==> src/hdl/fta_pkg.sv <==
package fta_pkg;

    localparam int unsigned ExpW  = 8;
    localparam int unsigned FracW = 23;
    localparam int unsigned SigW  = 24;   // significand with hidden bit
    localparam int unsigned AccW  = 26;   // two's complement sum, sign at top
    localparam int unsigned ShW   = 5;    // normalize shift amount
    localparam logic [ExpW-1:0] AlignLimit = 8'd25;

    // Stage 1 -> stage 2 payload: signed operands ready for the add
    typedef struct packed {
        logic [AccW-1:0] sig_hi;
        logic [AccW-1:0] sig_lo;
        logic [ExpW-1:0] exp;
    } fta_prep_t;

    // Leading zeros of a 24-bit magnitude; 24 when the value is zero
    function automatic logic [ShW-1:0] lead_zeros(input logic [SigW-1:0] v);
        logic [ShW-1:0] n;
        logic           found;
        n     = ShW'(SigW);
        found = 1'b0;
        for (int i = SigW - 1; i >= 0; i--) begin
            if (!found && v[i])
            begin
                n     = ShW'(SigW - 1 - i);
                found = 1'b1;
            end
        end
        return n;
    endfunction

endpackage

==> src/hdl/fta_in_if.sv <==
interface fta_in_if;
    logic        valid;
    logic        ready;
    logic [31:0] a_bits;
    logic [31:0] b_bits;

    modport source (output valid, output a_bits, output b_bits, input ready);
    modport sink   (input valid, input a_bits, input b_bits, output ready);
endinterface

==> src/hdl/fta_out_if.sv <==
interface fta_out_if;
    logic        valid;
    logic        ready;
    logic [31:0] sum_bits;

    modport source (output valid, output sum_bits, input ready);
    modport sink   (input valid, input sum_bits, output ready);
endinterface

==> src/hdl/fta_prep.sv <==
// Operand ordering, alignment and sign conversion
module fta_prep
    import fta_pkg::*;
(
    input  logic [31:0] a_bits,
    input  logic [31:0] b_bits,
    output fta_prep_t   prep
);

    logic [31:0]     hi;
    logic [31:0]     lo;
    logic [ExpW-1:0] shamt;
    logic [SigW-1:0] sig_hi;
    logic [SigW-1:0] sig_lo;
    logic [SigW-1:0] sig_lo_al;
    logic [AccW-1:0] ext_hi;
    logic [AccW-1:0] ext_lo;

    always_comb
    begin
        // larger exponent leads; a leads on a tie
        if (a_bits[30:23] < b_bits[30:23])
        begin
            hi = b_bits;
            lo = a_bits;
        end
        else
        begin
            hi = a_bits;
            lo = b_bits;
        end
        shamt  = hi[30:23] - lo[30:23];
        sig_hi = {1'b1, hi[22:0]};
        sig_lo = {1'b1, lo[22:0]};
        if (shamt >= AlignLimit)
            sig_lo_al = '0;
        else
            sig_lo_al = sig_lo >> shamt;
        ext_hi = {2'b00, sig_hi};
        ext_lo = {2'b00, sig_lo_al};
        prep.sig_hi = hi[31] ? (~ext_hi + AccW'(1)) : ext_hi;
        prep.sig_lo = lo[31] ? (~ext_lo + AccW'(1)) : ext_lo;
        prep.exp    = hi[30:23];
    end

endmodule

==> src/hdl/float32_truncating_adder.sv <==
// Truncating single-precision adder.
// Channels: operands (a_bits, b_bits) in, result (sum_bits) out, each a
// valid/ready pair; a transfer happens on a rising edge with both high.
// Every operand pair yields exactly one sum, in order.
// Throughput: one pair per cycle while result.ready is high; a pair's
// sum is valid once it has been through all four register stages (align,
// add, leading-zero count, normalize shift), each of which holds one item.
// Rounding: none, fraction is truncated. Zero, denormals, inf and NaN get
// no special treatment; the exponent wraps in 8 bits.
// Reset: rst_n (async, active low) clears all stage valid bits; the block
// comes out of reset empty and ready.
// Stall: when result.ready is low the last stage holds its sum; earlier
// stages keep filling bubbles, then operands.ready drops. Nothing is lost
// or repeated.
module float32_truncating_adder
    import fta_pkg::*;
(
    input  logic clk,
    input  logic rst_n,
    fta_in_if.sink    operands,
    fta_out_if.source result
);

    fta_prep_t prep;

    logic            v1_reg, v2_reg, v3_reg, v4_reg;
    logic            adv1, adv2, adv3, adv4;
    fta_prep_t       p1_reg;
    logic [SigW:0]   mag2_reg;
    logic            sign2_reg;
    logic [ExpW-1:0] exp2_reg;
    logic [SigW-1:0] mant3_reg;
    logic [ShW-1:0]  sh3_reg;
    logic            sign3_reg;
    logic [ExpW-1:0] exp3_reg;
    logic [31:0]     sum4_reg;

    logic [AccW-1:0] acc;
    logic [AccW-1:0] acc_abs;
    logic [ShW-1:0]  lz;
    logic [SigW-1:0] mant3_next;
    logic [ShW-1:0]  sh3_next;
    logic [ExpW-1:0] exp3_next;
    logic [SigW-1:0] shifted;

    fta_prep u_prep (
        .a_bits (operands.a_bits),
        .b_bits (operands.b_bits),
        .prep   (prep)
    );

    // stage advance: a stage loads when it is empty or moving on
    assign adv4 = !v4_reg || result.ready;
    assign adv3 = !v3_reg || adv4;
    assign adv2 = !v2_reg || adv3;
    assign adv1 = !v1_reg || adv2;
    assign operands.ready = adv1;
    assign result.valid    = v4_reg;
    assign result.sum_bits = sum4_reg;

    // add and take magnitude
    always_comb
    begin
        acc     = p1_reg.sig_hi + p1_reg.sig_lo;
        acc_abs = acc[AccW-1] ? (~acc + AccW'(1)) : acc;
    end

    // carry or leading-zero shift decision
    always_comb
    begin
        lz = lead_zeros(mag2_reg[SigW-1:0]);
        if (mag2_reg[SigW])
        begin
            mant3_next = mag2_reg[SigW:1];
            sh3_next   = '0;
            exp3_next  = exp2_reg + ExpW'(1);
        end
        else if (mag2_reg == '0)
        begin
            mant3_next = '0;
            sh3_next   = '0;
            exp3_next  = '0;
        end
        else if ({3'b000, lz} > exp2_reg)
        begin
            mant3_next = mag2_reg[SigW-1:0];
            sh3_next   = exp2_reg[ShW-1:0];
            exp3_next  = '0;
        end
        else
        begin
            mant3_next = mag2_reg[SigW-1:0];
            sh3_next   = lz;
            exp3_next  = exp2_reg - {3'b000, lz};
        end
    end

    assign shifted = mant3_reg << sh3_reg;

    // valid bits
    always_ff @(posedge clk or negedge rst_n)
    begin
        if (!rst_n)
        begin
            v1_reg <= 1'b0;
            v2_reg <= 1'b0;
            v3_reg <= 1'b0;
            v4_reg <= 1'b0;
        end
        else
        begin
            if (adv1) v1_reg <= operands.valid;
            if (adv2) v2_reg <= v1_reg;
            if (adv3) v3_reg <= v2_reg;
            if (adv4) v4_reg <= v3_reg;
        end
    end

    // payload
    always_ff @(posedge clk)
    begin
        if (adv1 && operands.valid)
            p1_reg <= prep;
        if (adv2 && v1_reg)
        begin
            mag2_reg  <= acc_abs[SigW:0];
            sign2_reg <= acc[AccW-1];
            exp2_reg  <= p1_reg.exp;
        end
        if (adv3 && v2_reg)
        begin
            mant3_reg <= mant3_next;
            sh3_reg   <= sh3_next;
            sign3_reg <= sign2_reg;
            exp3_reg  <= exp3_next;
        end
        if (adv4 && v3_reg)
            sum4_reg <= {sign3_reg, exp3_reg, shifted[FracW-1:0]};
    end

endmodule
==> src/flat_wrapper.sv <==
// flat-port wrapper written by rule: the top's interface ports become plain ports
module float32_truncating_adder_flat import fta_pkg::*;
  (clk, rst_n, operands_valid, operands_a_bits, operands_b_bits, operands_ready, result_valid, result_sum_bits, result_ready);
  fta_in_if operands_i ();
  fta_out_if result_i ();
  input  logic clk;
  input  logic rst_n;
  input wire logic [$bits(operands_i.valid)-1:0] operands_valid;
  input wire logic [$bits(operands_i.a_bits)-1:0] operands_a_bits;
  input wire logic [$bits(operands_i.b_bits)-1:0] operands_b_bits;
  output wire logic [$bits(operands_i.ready)-1:0] operands_ready;
  output wire logic [$bits(result_i.valid)-1:0] result_valid;
  output wire logic [$bits(result_i.sum_bits)-1:0] result_sum_bits;
  input wire logic [$bits(result_i.ready)-1:0] result_ready;
  assign operands_i.valid = operands_valid;
  assign operands_i.a_bits = operands_a_bits;
  assign operands_i.b_bits = operands_b_bits;
  assign operands_ready = operands_i.ready;
  assign result_valid = result_i.valid;
  assign result_sum_bits = result_i.sum_bits;
  assign result_i.ready = result_ready;
  float32_truncating_adder u_core (.clk(clk), .rst_n(rst_n), .operands(operands_i), .result(result_i));
endmodule
==> config.mk <==
export PLATFORM = sky130hd
export DESIGN_NAME = float32_truncating_adder_flat
export DESIGN_NICKNAME = d
export VERILOG_FILES = /design/src/hdl/fta_pkg.sv /design/src/hdl/fta_in_if.sv /design/src/hdl/fta_out_if.sv /design/src/hdl/fta_prep.sv /design/src/hdl/float32_truncating_adder.sv /design/src/flat_wrapper.sv
export SDC_FILE = /design/constraint.sdc
export NUM_CORES = 1
export LEC_CHECK = 0
export ABC_AREA = 1
export BUFFER_PORTS_ARGS = -buffer_cell sky130_fd_sc_hd__buf_2
export CORE_ASPECT_RATIO = 0.6
export CORE_UTILIZATION = 45
export DETAILED_ROUTE_END_ITERATION = 10
export GPL_TIMING_DRIVEN = 0
export PLACE_DENSITY = 0.64
export SLEW_MARGIN = 25
export SYNTH_ARGS = -nofsm -noshare
export SYNTH_HDL_FRONTEND = slang
export SYNTH_HIERARCHICAL = 1
export SYNTH_SLANG_ARGS = --single-unit
==> constraint.sdc <==
create_clock -name clk -period 4.6 [get_ports clk]
set_input_delay 0.23 -clock clk [delete_from_list [all_inputs] [get_ports clk]]
set_output_delay 0.23 -clock clk [all_outputs]
set_load 0.01 [all_outputs]
* Word-level counts from Yosys, hierarchy flattened
Index checks and enable logic that the tools add are counted.
** Cells by class
- Shifts and indexed selects :: 2
- Reductions and logical operators :: 60
- Add/subtract/negate cells :: 7
- Eq/ne operators :: 0
- Multiplexer cells :: 59
- Bitwise operators :: 3
- Multipliers :: 0
- Divide/modulo/power cells :: 0
- Magnitude comparators :: 3
** Operators with widths (count)
- $mux W5 :: 25
- $mux W24 :: 3
- $mux W32 :: 2
- $add A26 B1 Y26 const B :: 2
- $not A24 Y26 :: 2
- $mux W23 :: 2
- $logic_and A1 B1 Y1 :: 27
- $logic_not A1 Y1 :: 27
- $add A26 B26 Y26 :: 1
- $add A25 B1 Y25 const B :: 1
- $logic_not A25 Y1 :: 1
- $mux W25 :: 1
- $not A25 Y25 :: 1
- $mux W8 :: 3
- $shl A24 B5 Y23 :: 1
- $shr A24 B8 Y24 :: 1
- $mux W1 :: 23
- $add A8 B1 Y8 const B :: 1
- $ge A8 B5 Y1 const B :: 1
- $gt A5 B8 Y1 :: 1
- $lt A8 B8 Y1 :: 1
- $sub A8 B5 Y8 :: 1
- $sub A8 B8 Y8 :: 1
- $logic_or A1 B1 Y1 :: 4
- $reduce_or A2 Y1 :: 1
** Storage, ports and cells
- Bits in writable memories :: 0
- Logic and storage cells :: 152
- Latch bits :: 0
- Bits in registers :: 168
- ROM bits :: 0
- Output and inout bits :: 34
- Input bits :: 68
- Memories :: 0

* Logic depth before layout (Yosys ltp)
- Depth in word-level cells :: 74
- Mapped depth :: 37
- Mapped depth without buffers :: 36

* Modules after synthesis
Netlist, hierarchy kept.
** Modules (own cells, without submodules)
- float32_truncating_adder :: instances 1, cells an instance 1216, seq. area each 4994.8 µm², area each 9939.5 µm²
- fta_prep :: instances 1, cells an instance 847, seq. area each 0.0 µm², area each 4211.5 µm²

* Least setup slack after synthesis
No wires, ideal clock.
- Kind :: register to register
- Start :: reg u_core.v4_reg, in the netlist u_core/result.valid
- End :: reg u_core/p1_reg[0] (netlist name), enable pin
- Period minus slack after synthesis :: 3.821 ns
- Required time :: 4.121 ns
- Arrival :: 3.341 ns
- Cell stages (with the launch flop) :: 10
- Buffers on the path :: 0
- Setup slack :: 0.779 ns
- Setup time :: 0.479 ns
- Cell sequence :: dfrtp_1 > inv_1 > nor2_1 > inv_1 > nor2_1 > inv_1 > nor2_1 > inv_1 > nor2_1 > nor2_1
** Between the ends
- Cells in the longest elaborated chain, start to end :: 6
** RTL lines
- from (decl) :: RTL line float32_truncating_adder.sv:26 : logic v1_reg, v2_reg, v3_reg, v4_reg;
- from (signal assigned) :: RTL line float32_truncating_adder.sv:115 : if (adv4) v4_reg <= v3_reg;
- $logic_not A1 Y1 :: RTL line float32_truncating_adder.sv:53 : assign adv4 = !v4_reg || result.ready;
- $logic_or A1 B1 Y1 :: RTL line float32_truncating_adder.sv:53
- $logic_or A1 B1 Y1 :: RTL line float32_truncating_adder.sv:54 : assign adv3 = !v3_reg || adv4;
- $logic_or A1 B1 Y1 :: RTL line float32_truncating_adder.sv:55 : assign adv2 = !v2_reg || adv3;
- $logic_or A1 B1 Y1 :: RTL line float32_truncating_adder.sv:56 : assign adv1 = !v1_reg || adv2;
- $logic_and A1 B1 Y1 :: RTL line float32_truncating_adder.sv:122 : if (adv1 && operands.valid)
- to (signal assigned) :: RTL line float32_truncating_adder.sv:123 : p1_reg <= prep;
- to (decl) :: RTL line float32_truncating_adder.sv:28 : fta_prep_t p1_reg;
Every way passes these cells.
A chain may end at the register's enable or synchronous reset.

==> results by group <==
Outcome
  • Run status: complete, no violations

Global route
  • First-pass GRT wire length: between 70 and 80 mm
  • Vias in the first global route: 12900
  • Grt met1 use: 0.544
  • GRT Max-Usage Layer: met1
  • GRT met2 Usage: 0.348
  • Initial antenna violation count: 1
  • M3 GR Usage: 0.0969
  • Largest net degree at the start of global routing: 38
  • Total track usage: 0.310
  • GRT overflow: 0

Timing
  • Hold WS: 0.0324 ns
  • Post-route minimum period: 4.38 ns
  • Fin. Hold Viols: 0
  • Final Cycle Share: 0.952
  • Max-slew violation count: 0
  • Unrepaired setup endpoints after global routing: yes
  • Clk_skew: 0.0116 ns
  • Setup_tns: 0 ns
  • Slew headroom: 0.335
  • Final setup viols: 0
  • Worst slew pin tran: 0.988 ns
  • Peak Freq: 228 MHz

Route
  • Initial drt markers: roughly 1900
  • DRC: 0
  • Final WL: roughly 49 mm
  • DR pass1 iterations: 7
  • Via density: 5.70
  • DR WL/cell: 18.9 um
  • Vias: 14900
  • Final ANT Viol Nets: 0

Final layout
  • Area occupied by registers: 0.00499 mm2
  • Most common cell after layout, fill and taps aside: nand2_1
  • Area growth syn-to-layout: 12.9%
  • Nets: 2305
  • Largest register FFs: 60
  • Fill count: 3034
  • Multi-input gate area in the final layout: about 0.0079 mm2
  • Layout cells sized above 1: 0.125
  • Commonest cells after routing, fill and taps aside: nand2_1, inv_1, nand3_1, nor2_1, edfxtp_1

Clocking
  • Worst skew pair latency: about 0.45 ns
  • Clock Sinks: 167
  • TritonCTS buffer count: 17
  • Max clock buf depth: 2
  • Depth of the CTS H-tree: 4
  • Clock-pin slew on the worst setup and hold paths: ~0.070 ns
  • CTS tree: yes
  • Root Driver: clkbuf_16

Die
  • I/O pin count: 102
  • Area of the core: approximately 0.030 mm2
  • Die Y: between 100 and 150 um
  • Row cnt: between 40 and 50
  • Initial Utilization: 0.465
  • Die area: 0.0322 mm2
  • Chip width: around 230 um

Yosys
  • Syn Nets: 2177
  • Unique masters post-synth: 56
  • Mapped Cells: 2063
  • EDFF count, synth: 163
  • Warnings from Yosys: 6
  • Ys flop type: edfxtp_1
  • Syn avg cell area: 6.86 um2
  • Synth async-reset ratio: 0.0240
  • #FFs+latches synth: 167
  • Seq/Total Area, Yosys: 0.353
  • Syn Std Cell Area: 0.0142 mm2

Setup path
  • Critical path's slowest cell: clkbuf_1
  • Data required, critical path: 4.85 ns
  • Max incr delay on CP: approximately 0.57 ns
  • Setup crit end kind: register
  • Crit-path max FO: 10
  • CP Launch Type: primary input
  • Most used cell, CP: nand2_1
  • Worst-path cell chain: buf_2, inv_1, ha_2, nand2_1, nor2_1, nand2_2, nand2_4, nand2_1, nand3_1, ha_2, clkinv_2, clkbuf_1, nand3_1, nand3_1, nand3_1, nand2_1, nand2_1, nand2_2, ha_1, nand2_1, nor2_2, nand3_1, nand2_1, xor2_1
  • Crit Path Category: in2reg
  • CP Data Arrival Time: 4.63 ns

Hold path
  • Worst min path class: in2reg

Place
  • Gpl congestion: around 1.0
  • DP HPWL: 40.9 mm
  • Port-buffer cells: roughly 100

Run
  • Max Cap Violations: 0

Power
  • Worst vdd ir: ~0.43 mV
  • Leakage power: 7.74 nW
  • Power density over cell area: 583 mW/mm2
-- logic make-up after synthesis --
logic type,synth area share
adders and majority gates,0.0417
DFF,0.353
buffers and inverters,0.0945
and+or+nand+nor,0.383
AOI/OAI and AO/OA,0.0941
xor gates and xnor gates,0.0314
muxes,0.00212
-- cell usage after synthesis, drive strengths merged (26+ instances only) --
master | n | area [um2]
nand2 | 679 | 2660
inv | 263 | 987
nand3 | 250 | 1310
nor2 | 193 | 757
edfxtp | 163 | 4890
o21ai | 129 | 657
a21oi | 62 | 333
nand4 | 60 | 382
ha | 44 | 551
clkbuf | 36 | 135
buf | 32 | 211
xor2 | 26 | 243
-- repair_timing --
action,4_1_cts,5_1_grt
hold buffers,1,0
setup endpoints to repair,11,33
gates resized for setup,2,19
pin swaps,0,1
setup buffers,0,5
endpoints found under the hold margin,4,0
-- through the flow --
step,cell area (um2),power (mW),setup WS (ns),instances,utilization
2_1_floorplan,14200,6.09,0.779,2063,-
3_3_place_gp,15200,7.56,-0.574,2572,0.499
3_5_place_dp,15300,7.63,-0.632,2575,0.502
4_1_cts,15900,9.07,0.0184,2608,0.521
5_1_grt,16000,9.98,-0.0228,2613,0.526
6_report,16000,9.32,0.220,2613,0.526
-- worst paths after layout --
kind                                                from                              endpoint  slack (ns)  cells after the start
max                                  operands_b_bits[27]           u_core/p1_reg[18]$_DFFE_PP_        0.22                     24
min                                       operands_valid             u_core/v1_reg$_DFFE_PN0N_        0.03                      3
max reg2reg                u_core/mag2_reg[23]$_DFFE_PP_          u_core/exp3_reg[0]$_DFFE_PP_        0.25                     21
min reg2reg                 u_core/exp3_reg[7]$_DFFE_PP_  u_core/result.sum_bits[30]$_DFFE_PP_        0.42                      0
max in group asynchronous                          rst_n       u_core/result.valid$_DFFE_PN0P_        4.37                      2
min in group asynchronous                          rst_n             u_core/v3_reg$_DFFE_PN0P_        0.11                      2
-- layout make-up --
| cell class | instances | area share |
|---|---|---|
| Buffer | 67 | 0.0217 |
| Timing Repair Buffer | 110 | 0.0409 |
| Sequential cell | 167 | 0.313 |
| Antenna cell | 1 | 0.000157 |
| Multi-Input combinational cell | 1564 | 0.494 |
| Clock buffer | 19 | 0.0277 |
| Clock inverter | 13 | 0.00869 |
| Inverter | 264 | 0.0621 |
| Tap cell | 408 | 0.0319 |
-- critical path: cells and delay by family --
kind                       cells  cell delay, ns
buffers and inverters          4            0.98
xor gates and xnor gates       1            0.28
adders and majority gates      3            1.03
and+or+nand+nor               16            2.08
-- report_power, final --
group          switching (mW)  total, mW  leakage (nW)  internal [mW]
Combinational            3.65       5.25          5.81           1.60
Clock                   0.678       1.41         0.276          0.732
Sequential              0.274       2.65          1.65           2.38
-- per-layer routing --
metal	vias to the layer above	share of wire
met2	853	0.32
met1	6945	0.52
met3	18	0.15
li1	7084	-
met5	-	0
met4	0	0.0034
Power figures use the tool's default switching activity.
